`src/rtl/core/esae_pkg.sv`:
```
// Shared types and constants for the encoder speed and angle estimator.
// No dependencies; imported by encoder_speed_angle_estimator_core.
package esae_pkg;

  // Configuration register indexes
  localparam logic [2:0] CFG_COUNTER_MODULUS = 3'd0;
  localparam logic [2:0] CFG_COUNTS_PER_REV  = 3'd1;
  localparam logic [2:0] CFG_VELOCITY_GAIN   = 3'd2;
  localparam logic [2:0] CFG_RPM_GAIN        = 3'd3;
  localparam logic [2:0] CFG_ACCEL_GAIN      = 3'd4;

  // Reset values of the registers
  localparam logic [16:0] RST_COUNTER_MODULUS = 17'd65536;
  localparam logic [15:0] RST_COUNTS_PER_REV  = 16'd1000;
  localparam logic [31:0] RST_VELOCITY_GAIN   = 32'd205887;
  localparam logic [31:0] RST_RPM_GAIN        = 32'd3932160;
  localparam logic [31:0] RST_ACCEL_GAIN      = 32'd205887416;

  // Delta limits
  localparam logic signed [19:0] DELTA_MAX = 20'sd65536;
  localparam logic signed [19:0] DELTA_MIN = -20'sd65536;

  // Degrees per revolution, used as a multiplier operand
  localparam logic signed [32:0] DEG_PER_REV = 33'sd360;

  // Iteration counts of the shared compare/subtract unit
  localparam logic [4:0] MOD_STEPS = 5'd16;
  localparam logic [4:0] DIV_STEPS = 5'd25;

  typedef enum logic [3:0] {
    ST_IDLE,
    ST_MOD,
    ST_SCALE,
    ST_DIV_LOAD,
    ST_DIV,
    ST_MUL_VEL,
    ST_MUL_RPM,
    ST_MUL_ACC,
    ST_STORE,
    ST_FINISH
  } state_t;

endpackage

```
`src/rtl/core/encoder_speed_angle_estimator_core.sv`:
```
// Encoder speed and angle estimator, top level.
// Depends on esae_pkg (states, register indexes, constants).
//
//  channel | handshake                 | payload
//  --------+---------------------------+----------------------------------------
//  in      | in_valid / in_stall       | counter_value, count_down
//  out     | out_valid / out_stall     | delta_count, angle_q16, velocity_q16,
//          |                           | rpm_q16, accel_q16
//  cfg     | cfg_valid / cfg_ready     | cfg_index, cfg_data
//
// in_stall stays high from the beat taken until the item leaves finish (16 mod
// steps, scale by 360, divider load, 25 quotient steps, three products plus one to
// collect, finish), so a new beat is not taken while an item is in flight.
// rst is synchronous; clears state and valid flags, loads config reset values.
// Finish holds, and in_stall with it, while the output register is still stalled;
// a result waiting under out_stall does not block the next input beat.
module encoder_speed_angle_estimator_core #(
  parameter int COUNTER_WIDTH = 16
) (
  input  logic               clk,
  input  logic               rst,
  // input channel
  input  logic               in_valid,
  output logic               in_stall,
  input  logic [15:0]        counter_value,
  input  logic               count_down,
  // output channel
  output logic               out_valid,
  input  logic               out_stall,
  output logic signed [17:0] delta_count,
  output logic [24:0]        angle_q16,
  output logic signed [48:0] velocity_q16,
  output logic signed [48:0] rpm_q16,
  output logic signed [49:0] accel_q16,
  // configuration channel
  input  logic               cfg_valid,
  output logic               cfg_ready,
  input  logic [2:0]         cfg_index,
  input  logic [31:0]        cfg_data
);
  import esae_pkg::*;

  // Only the low COUNTER_WIDTH bits of the reading are meaningful.
  localparam logic [15:0] CUR_MASK = (COUNTER_WIDTH >= 16) ? 16'hFFFF :
                                     16'((64'd1 << COUNTER_WIDTH) - 64'd1);

  // Configuration registers
  logic [16:0] counter_modulus;
  logic [15:0] counts_per_rev;
  logic [31:0] velocity_gain;
  logic [31:0] rpm_gain;
  logic [31:0] accel_gain;

  // Sample state
  logic [15:0]        last_count;
  logic signed [17:0] last_delta;

  // Working registers
  state_t             state, state_next;
  logic [4:0]         step;
  logic signed [17:0] delta;
  logic signed [18:0] diff;
  logic [15:0]        rem;
  logic [24:0]        shreg;
  logic signed [52:0] prod;
  logic signed [48:0] vel_hold;
  logic signed [48:0] rpm_hold;
  logic signed [49:0] acc_hold;

  // Control from the sequencer
  logic               accept;
  logic               out_free;
  logic signed [19:0] mul_a;
  logic signed [32:0] mul_b;

  assign cfg_ready = 1'b1;
  assign accept    = in_valid && !in_stall;
  assign out_free  = !out_valid || !out_stall;

  // ---------------------------------------------------------------------
  // Wrap-corrected delta, formed in the cycle the beat is accepted
  // ---------------------------------------------------------------------
  logic [15:0]        cur;
  logic signed [19:0] c_ext, p_ext, m_ext, d_raw, d_dir, d_sat;
  logic signed [18:0] diff_new;

  always_comb begin
    cur   = counter_value & CUR_MASK;
    c_ext = $signed({4'b0, cur});
    p_ext = $signed({4'b0, last_count});
    m_ext = $signed({3'b0, counter_modulus});
    if (p_ext > c_ext) begin
      d_raw = c_ext + m_ext - p_ext;
    end else begin
      d_raw = c_ext - p_ext;
    end
    // counting down: d becomes -(M - d)
    d_dir = count_down ? (d_raw - m_ext) : d_raw;
    if (d_dir > DELTA_MAX) begin
      d_sat = DELTA_MAX;
    end else if (d_dir < DELTA_MIN) begin
      d_sat = DELTA_MIN;
    end else begin
      d_sat = d_dir;
    end
    diff_new = 19'(d_sat) - {last_delta[17], last_delta};
  end

  // ---------------------------------------------------------------------
  // Shared compare/subtract unit: one restoring-division step.
  // Shift the top bit of shreg into the partial remainder, subtract
  // counts_per_rev when it fits; the quotient bit enters shreg at the bottom.
  // ---------------------------------------------------------------------
  logic [16:0] trial;
  logic [17:0] sub;
  logic        fits;
  logic [15:0] rem_step;

  always_comb begin
    trial    = {rem, shreg[24]};
    sub      = {1'b0, trial} - {2'b0, counts_per_rev};
    fits     = !sub[17];
    rem_step = fits ? sub[15:0] : trial[15:0];
  end

  // ---------------------------------------------------------------------
  // Sequencer: next state
  // ---------------------------------------------------------------------
  always_comb begin
    state_next = state;
    unique case (state)
      ST_IDLE:     if (accept) state_next = ST_MOD;
      ST_MOD:      if (step == MOD_STEPS - 5'd1) state_next = ST_SCALE;
      ST_SCALE:    state_next = ST_DIV_LOAD;
      ST_DIV_LOAD: state_next = ST_DIV;
      ST_DIV:      if (step == DIV_STEPS - 5'd1) state_next = ST_MUL_VEL;
      ST_MUL_VEL:  state_next = ST_MUL_RPM;
      ST_MUL_RPM:  state_next = ST_MUL_ACC;
      ST_MUL_ACC:  state_next = ST_STORE;
      ST_STORE:    state_next = ST_FINISH;
      ST_FINISH:   if (out_free) state_next = ST_IDLE;
      default:     state_next = ST_IDLE;
    endcase
  end

  // ---------------------------------------------------------------------
  // Sequencer: outputs (stall and multiplier operand select)
  // ---------------------------------------------------------------------
  always_comb begin
    in_stall = (state != ST_IDLE);
    mul_a    = '0;
    mul_b    = '0;
    unique case (state)
      ST_SCALE: begin
        mul_a = $signed({4'b0, rem});
        mul_b = DEG_PER_REV;
      end
      ST_MUL_VEL: begin
        mul_a = {{2{delta[17]}}, delta};
        mul_b = $signed({1'b0, velocity_gain});
      end
      ST_MUL_RPM: begin
        mul_a = {{2{delta[17]}}, delta};
        mul_b = $signed({1'b0, rpm_gain});
      end
      ST_MUL_ACC: begin
        mul_a = {diff[18], diff};
        mul_b = $signed({1'b0, accel_gain});
      end
      default: begin
        mul_a = '0;
        mul_b = '0;
      end
    endcase
  end

  // ---------------------------------------------------------------------
  // Registers
  // ---------------------------------------------------------------------
  always_ff @(posedge clk) begin
    if (rst) begin
      state           <= ST_IDLE;
      step            <= '0;
      out_valid       <= 1'b0;
      last_count      <= '0;
      last_delta      <= '0;
      counter_modulus <= RST_COUNTER_MODULUS;
      counts_per_rev  <= RST_COUNTS_PER_REV;
      velocity_gain   <= RST_VELOCITY_GAIN;
      rpm_gain        <= RST_RPM_GAIN;
      accel_gain      <= RST_ACCEL_GAIN;
    end else begin
      state <= state_next;

      if (cfg_valid && cfg_ready) begin
        unique case (cfg_index)
          CFG_COUNTER_MODULUS: counter_modulus <= cfg_data[16:0];
          CFG_COUNTS_PER_REV:  counts_per_rev  <= cfg_data[15:0];
          CFG_VELOCITY_GAIN:   velocity_gain   <= cfg_data;
          CFG_RPM_GAIN:        rpm_gain        <= cfg_data;
          CFG_ACCEL_GAIN:      accel_gain      <= cfg_data;
          default: ;  // drop writes beyond the register list
        endcase
      end

      // commit sample state as soon as the beat is taken
      if (accept) begin
        last_count <= cur;
        last_delta <= d_sat[17:0];
      end

      // advance the step counter inside the two division loops
      if ((state == ST_MOD && step != MOD_STEPS - 5'd1) ||
          (state == ST_DIV && step != DIV_STEPS - 5'd1)) begin
        step <= step + 5'd1;
      end else begin
        step <= '0;
      end

      // drain the output register, then refill it from the finished item
      if (state == ST_FINISH && out_free) begin
        out_valid <= 1'b1;
      end else if (out_valid && !out_stall) begin
        out_valid <= 1'b0;
      end
    end
  end

  // Datapath registers, no reset needed
  always_ff @(posedge clk) begin
    prod <= mul_a * mul_b;

    unique case (state)
      ST_IDLE: begin
        if (accept) begin
          delta <= d_sat[17:0];
          diff  <= diff_new;
          rem   <= '0;
          shreg <= {cur, 9'b0};
        end
      end
      ST_MOD, ST_DIV: begin
        rem   <= rem_step;
        shreg <= {shreg[23:0], fits};
      end
      ST_DIV_LOAD: begin
        // numerator is rem*360 << 16; its top part seeds the remainder
        rem   <= prod[24:9];
        shreg <= {prod[8:0], 16'b0};
      end
      ST_MUL_RPM: vel_hold <= prod[48:0];
      ST_MUL_ACC: rpm_hold <= prod[48:0];
      ST_STORE:   acc_hold <= prod[49:0];
      default: ;
    endcase

    if (state == ST_FINISH && out_free) begin
      delta_count  <= delta;
      angle_q16    <= (counts_per_rev == 16'd0) ? 25'd0 : shreg;
      velocity_q16 <= vel_hold;
      rpm_q16      <= rpm_hold;
      accel_q16    <= acc_hold;
    end
  end

endmodule
```
`config.mk`:
```
export PLATFORM = sky130hd
export DESIGN_NAME = encoder_speed_angle_estimator_core
export DESIGN_NICKNAME = d
export VERILOG_FILES = /design/src/rtl/core/esae_pkg.sv /design/src/rtl/core/encoder_speed_angle_estimator_core.sv
export SDC_FILE = /design/constraint.sdc
export NUM_CORES = 2
export LEC_CHECK = 0
export BUFFER_PORTS_ARGS = -buffer_cell sky130_fd_sc_hd__buf_2
export CORE_UTILIZATION = 58
export DETAILED_ROUTE_END_ITERATION = 10
export GPL_ROUTABILITY_DRIVEN = 0
export PLACE_DENSITY = 0.73
export SYNTH_ARGS = -nofsm -noshare
export SYNTH_HDL_FRONTEND = slang
export SYNTH_SLANG_ARGS = --single-unit
```
`constraint.sdc`:
```
create_clock -name clk -period 13.7 [get_ports clk]
set_input_delay 0.685 -clock clk [delete_from_list [all_inputs] [get_ports clk]]
set_output_delay 0.685 -clock clk [all_outputs]
set_load 0.03 [all_outputs]
```
After elaboration in Yosys (flattened, before gate mapping). Cells that the tools add are included.

Bits of input ports: 57. Register bits: 640.

$lt $le $gt $ge: 3. Reductions and logical operators: 28. Bitwise gates (word level): 1. Multipliers: 1. Eq/ne operators: 21. Multiplexer cells: 18. Add/sub/neg operators: 7.

Operators with widths (count): $pmux W32 S4 (1); $pmux W25 S3 (1); $pmux W20 S3 (1); $mul A20 B33 Y50 (1); $pmux W16 S3 (1); $mux W20 (2); $pmux W4 S10 (1); $mux W19 (2); $mux W16 (2); $mux W25 (1); $gt A20 B18 Y1 const B (1); $lt A20 B17 Y1 const B (1); $sub A20 B18 Y20 (1); $sub A18 B16 Y19 (1); $sub A19 B19 Y19 (1); $add A16 B17 Y18 (1); $sub A17 B16 Y18 (1); $sub A16 B16 Y17 (1); $eq A4 B3 Y1 const B (4); $gt A16 B16 Y1 (1); $logic_not A16 Y1 (1); $mux W4 (4); $reduce_and A2 Y1 (7); $eq A4 B2 Y1 const B (2); 23 further kinds (39).

Longest topological paths before layout.
Depth in word-level cells: 9. Depth in mapped cells: 41.

Worst setup path before layout. No wires, ideal clock.

Kind: reg-to-reg. Start: register state[1]. End: register accel_q16[0], enable pin. Stages on the path, launching flop included: 6. Path buffers: 2. Arrival time: 9.080 ns. Slack: 3.875 ns. Path through: dfxtp_1 clkbuf_1 buf_1 nor2_1 nand2_1 nor2_1.

Longest elaborated chain between the ends: 2.

RTL lines: start: declaration (RTL line encoder_speed_angle_estimator_core.sv:59) `state_t state, state_next;`; start signal: assignment (RTL line encoder_speed_angle_estimator_core.sv:193) `state <= state_next;`; $eq A4 B4 Y1 (RTL line encoder_speed_angle_estimator_core.sv:257) `if (state == ST_FINISH && out_free) begin`; $logic_and A1 B1 Y1 (RTL line encoder_speed_angle_estimator_core.sv:257); end signal: assignment (RTL line encoder_speed_angle_estimator_core.sv:262) `accel_q16 <= acc_hold;`; end: declaration (RTL line encoder_speed_angle_estimator_core.sv:34) `output logic signed [49:0] accel_q16,`.

Every way passes these cells. A chain may end at the register's enable or synchronous reset.

Final worst setup path.
Start: register state[0]. End: register prod[42].

Longest elaborated chain between the ends: 4.

RTL lines: $eq A4 B3 Y1 (RTL line encoder_speed_angle_estimator_core.sv:153) `unique case (state)`; $reduce_or A2 Y1 (no line); $pmux W20 S3 (RTL line encoder_speed_angle_estimator_core.sv:153); $mul A20 B33 Y50 * (RTL line encoder_speed_angle_estimator_core.sv:231) `prod <= mul_a * mul_b;`; end signal: assignment (RTL line encoder_speed_angle_estimator_core.sv:231); end: declaration (RTL line encoder_speed_angle_estimator_core.sv:65) `logic signed [52:0] prod;`.

Every way passes the cells marked *; elsewhere a longest branch is shown, timed or not.

==> flow_metrics.py <==
metrics = {
    "yosys": {
        "synth_flop_cell": "edfxtp_1",
        "yosysSeqAreaShare_pct": 36.2,
        "synth_area_leaders": "edfxtp_1 27%, fa_1 24%, dfxtp_1 9.5%",
        "ys.warnings.count": 0,
        "ys_seq_elements": 640,
        "syn_inst": 4716,
        "yosys.area.top_type": "edfxtp_1",
        "synth_area_sq_um": 46900,
        "synth_edf_count": 417,
        "synth_top_area_share_pct": 26.7,
        "synth_cell_type_count": 84,
        "avgSynthCellArea_sq_um": 9.95,
        "synth_nets": 5595,
        "synth-async-reset-ratio_pct": 0,
    },
    "hold_path": {
        "hold_class": "in2reg",
    },
    "power_and_ir_drop": {
        "worst_ir_drop_vdd_v": 0.000117,
        "powerDensity_nw_per_um2": 121,
        "p_int_uw": 4120,
        "p_switching_uw": 2090,
        "clkPwrFrac_pct": 30.1,
        "pwr-share-comb_pct": 30.6,
        "swShare_pct": 33.7,
        "leakagePower_uw": 0.0221,
        "seqPwrFrac_pct": 39.3,
    },
    "worst_setup_path": {
        "endpoint_kind": "flop",
        "start_kind": "flop",
        "critPathKind": "reg2reg",
        "critPathRequiredTime_ns": 14.24,
        "cp_common_cell": "fa_1",
        "crit_fanout": 30,
        "critical-path-max-stage-delay_ns": 0.85,
        "cp.arrival_ns": 11.87,
        "slowest_stage": "a211oi_1",
    },
    "clock_network": {
        "postCtsHoldBufs": 0,
        "clk_latency_ns": 0.63,
        "post_cts_buffers": 0,
        "cts_resized": 0,
        "clock-sinks": 640,
        "clock-root-buffer": "clkbuf_16",
        "cts_tree": "done",
        "clockBufferDepth": 3,
        "clk_pin_slew_ns": 0.06,
        "htree_levels": 3,
        "cts-buffers-inserted": 68,
    },
    "grt": {
        "grt.total_usage_pct": 30.4,
        "grt_max_degree": 99,
        "grt_pass1_vias": 34300,
        "grt_pass1_wl_um": 191000,
        "antenna_found_initial": 3,
        "gr-total-overflow": 0,
    },
    "job": {
        "cap_violations": 0,
    },
    "detailed_routing": {
        "num_vias": 34100,
        "vias_per_cell": 5.71,
        "wl_um": 121000,
        "routedWlPerCell_um": 20.3,
        "drc": 0,
        "firstDrtPassIters": 6,
        "drt_iter0_markers": 3238,
        "drtAntennaViolNets": 0,
    },
    "place": {
        "io_buffers": 249,
        "placed_cell_area_sq_um": 49000,
        "hpwlAfterDp_um": 91500,
        "dp.cells": 5848,
    },
    "sta": {
        "final.period_utilization_pct": 82.7,
        "period_minus_slack_ns": 11.33,
        "fin_skew_ns": 0.0315,
        "slew_viol_final": 0,
        "setup_tns_ns": 0,
        "timing.fmax_mhz": 88.2,
        "rsz0062_at_grt": "no",
        "hold_violations": 0,
        "slew-limit-headroom_pct": 12.7,
        "worstMarginPinSlew_ns": 1.31,
        "setup-violations-final": 0,
    },
    "layout": {
        "final_cell_area_sq_um": 51300,
        "area_delta_synth_final_pct": 9.42,
        "final_cells": 5974,
        "fill_cells": 6353,
        "fin_nets": 5747,
        "mostFrequentLayoutCell": "nand2_1",
        "regArea_sq_um": 17000,
        "final_cell_mix": "793 x nand2_1, 753 x inv_1, 557 x fa_1",
        "drive_gt1_share_pct": 9.02,
        "multi_input_area_sq_um": 26400,
    },
    "floorplanning": {
        "io_pins": 251,
        "fp-row-count": 103,
        "initial_utilization_pct": 59.0,
        "coreArea_sq_um": 79500,
        "die_x_um": 286,
        "die_h_um": 286,
        "die_area_sq_um": 82000,
    },
    "run_status": {
        "status": "finished clean",
    },
}
power by group through the flow:
stage | Clock [uW] | Combinational, uW | Sequential, uW
global route | 1980 | 2080 | 2450
CTS | 1900 | 1870 | 2440
detailed placement | 0 | 1850 | 2480
floorplan | 0 | 1400 | 2410
finish | 1870 | 1900 | 2440
global placement | 0 | 1820 | 2480
area by class of cell:
class | count | share of cell area [%]
multi-input cells | 3118 | 51.4
flip-flops and latches | 640 | 33.1
inverters | 754 | 5.51
clock buffers | 90 | 3.76
repair buffers | 286 | 2.97
well taps | 1050 | 2.56
clock inverters | 35 | 0.709
diodes | 1 | 0.00487
final timing paths:
path,from,endpoint,slack [ns],depth (start not counted)
worst min register to register,prod[49],acc_hold[49],0.40,0
worst max register to register,state[0],prod[42],2.37,30
worst max-delay path,state[0],prod[42],2.37,30
worst min-delay path,cfg_data[17],velocity_gain[17],0.31,3
state kept, by name, indices dropped and copies added (netlist names):
register,cells
acc_hold,50
accel_q16,50
prod,50
rpm_hold,49
rpm_q16,49
vel_hold,49
velocity_q16,49
accel_gain,32
rpm_gain,32
velocity_gain,32
angle_q16,25
shreg,25
diff,19
delta,18
delta_count,18
last_delta,18
counter_modulus,17
counts_per_rev,16
last_count,16
rem,16
step,5
state,4
out_valid,1
metal layers:
metal	global-route usage (%)	routed length, um	up-vias
li1	-	-	15400
met1	40.9	48400	16700
met2	47.9	55400	1666
met3	7.61	13000	317
met4	10.8	4540	2
met5	0	8	-
cells in the mapped netlist (32+ instances only):
cell / count
a21o_1: 47
a21oi_1: 226
and2_1: 89
clkbuf_1: 183
dfxtp_1: 223
edfxtp_1: 417
fa_1: 557
ha_1: 265
inv_1: 754
mux2i_1: 44
nand2_1: 794
nor2_1: 421
nor3_1: 38
o21ai_0: 108
xnor2_1: 72
xor2_1: 32
critical path: cells and delay by family, from the launching register on:
family,cells,cell delay [ns]
xor+xnor,1,0.14
buf+inv,5,1.06
fa+ha+maj,8,3.92
simple gates,7,2.60
compound gates,9,2.82
flops,1,0.70
logic make-up after synthesis:
group	share of synthesized area, %
mux	1.07
compound gates	8.48
fa+ha+maj	30.8
other cells	0.00799
flops	36.2
xor+xnor	1.94
simple gates	13.8
buf+inv	7.70
per-stage QoR:
stage               util [%]  hold slack, ns  setup slack, ns  power (uW)
detailed placement      61.7           0.392             2.63        4330
floorplan                  -           0.386             3.88        3810
CTS                     64.6           0.288             2.59        6210
global route            64.6           0.323             1.90        6510
global placement        61.7           0.387             2.90        4290
finish                  64.6           0.306             2.37        6210
Note: power is estimated with default switching activity, not from simulation.
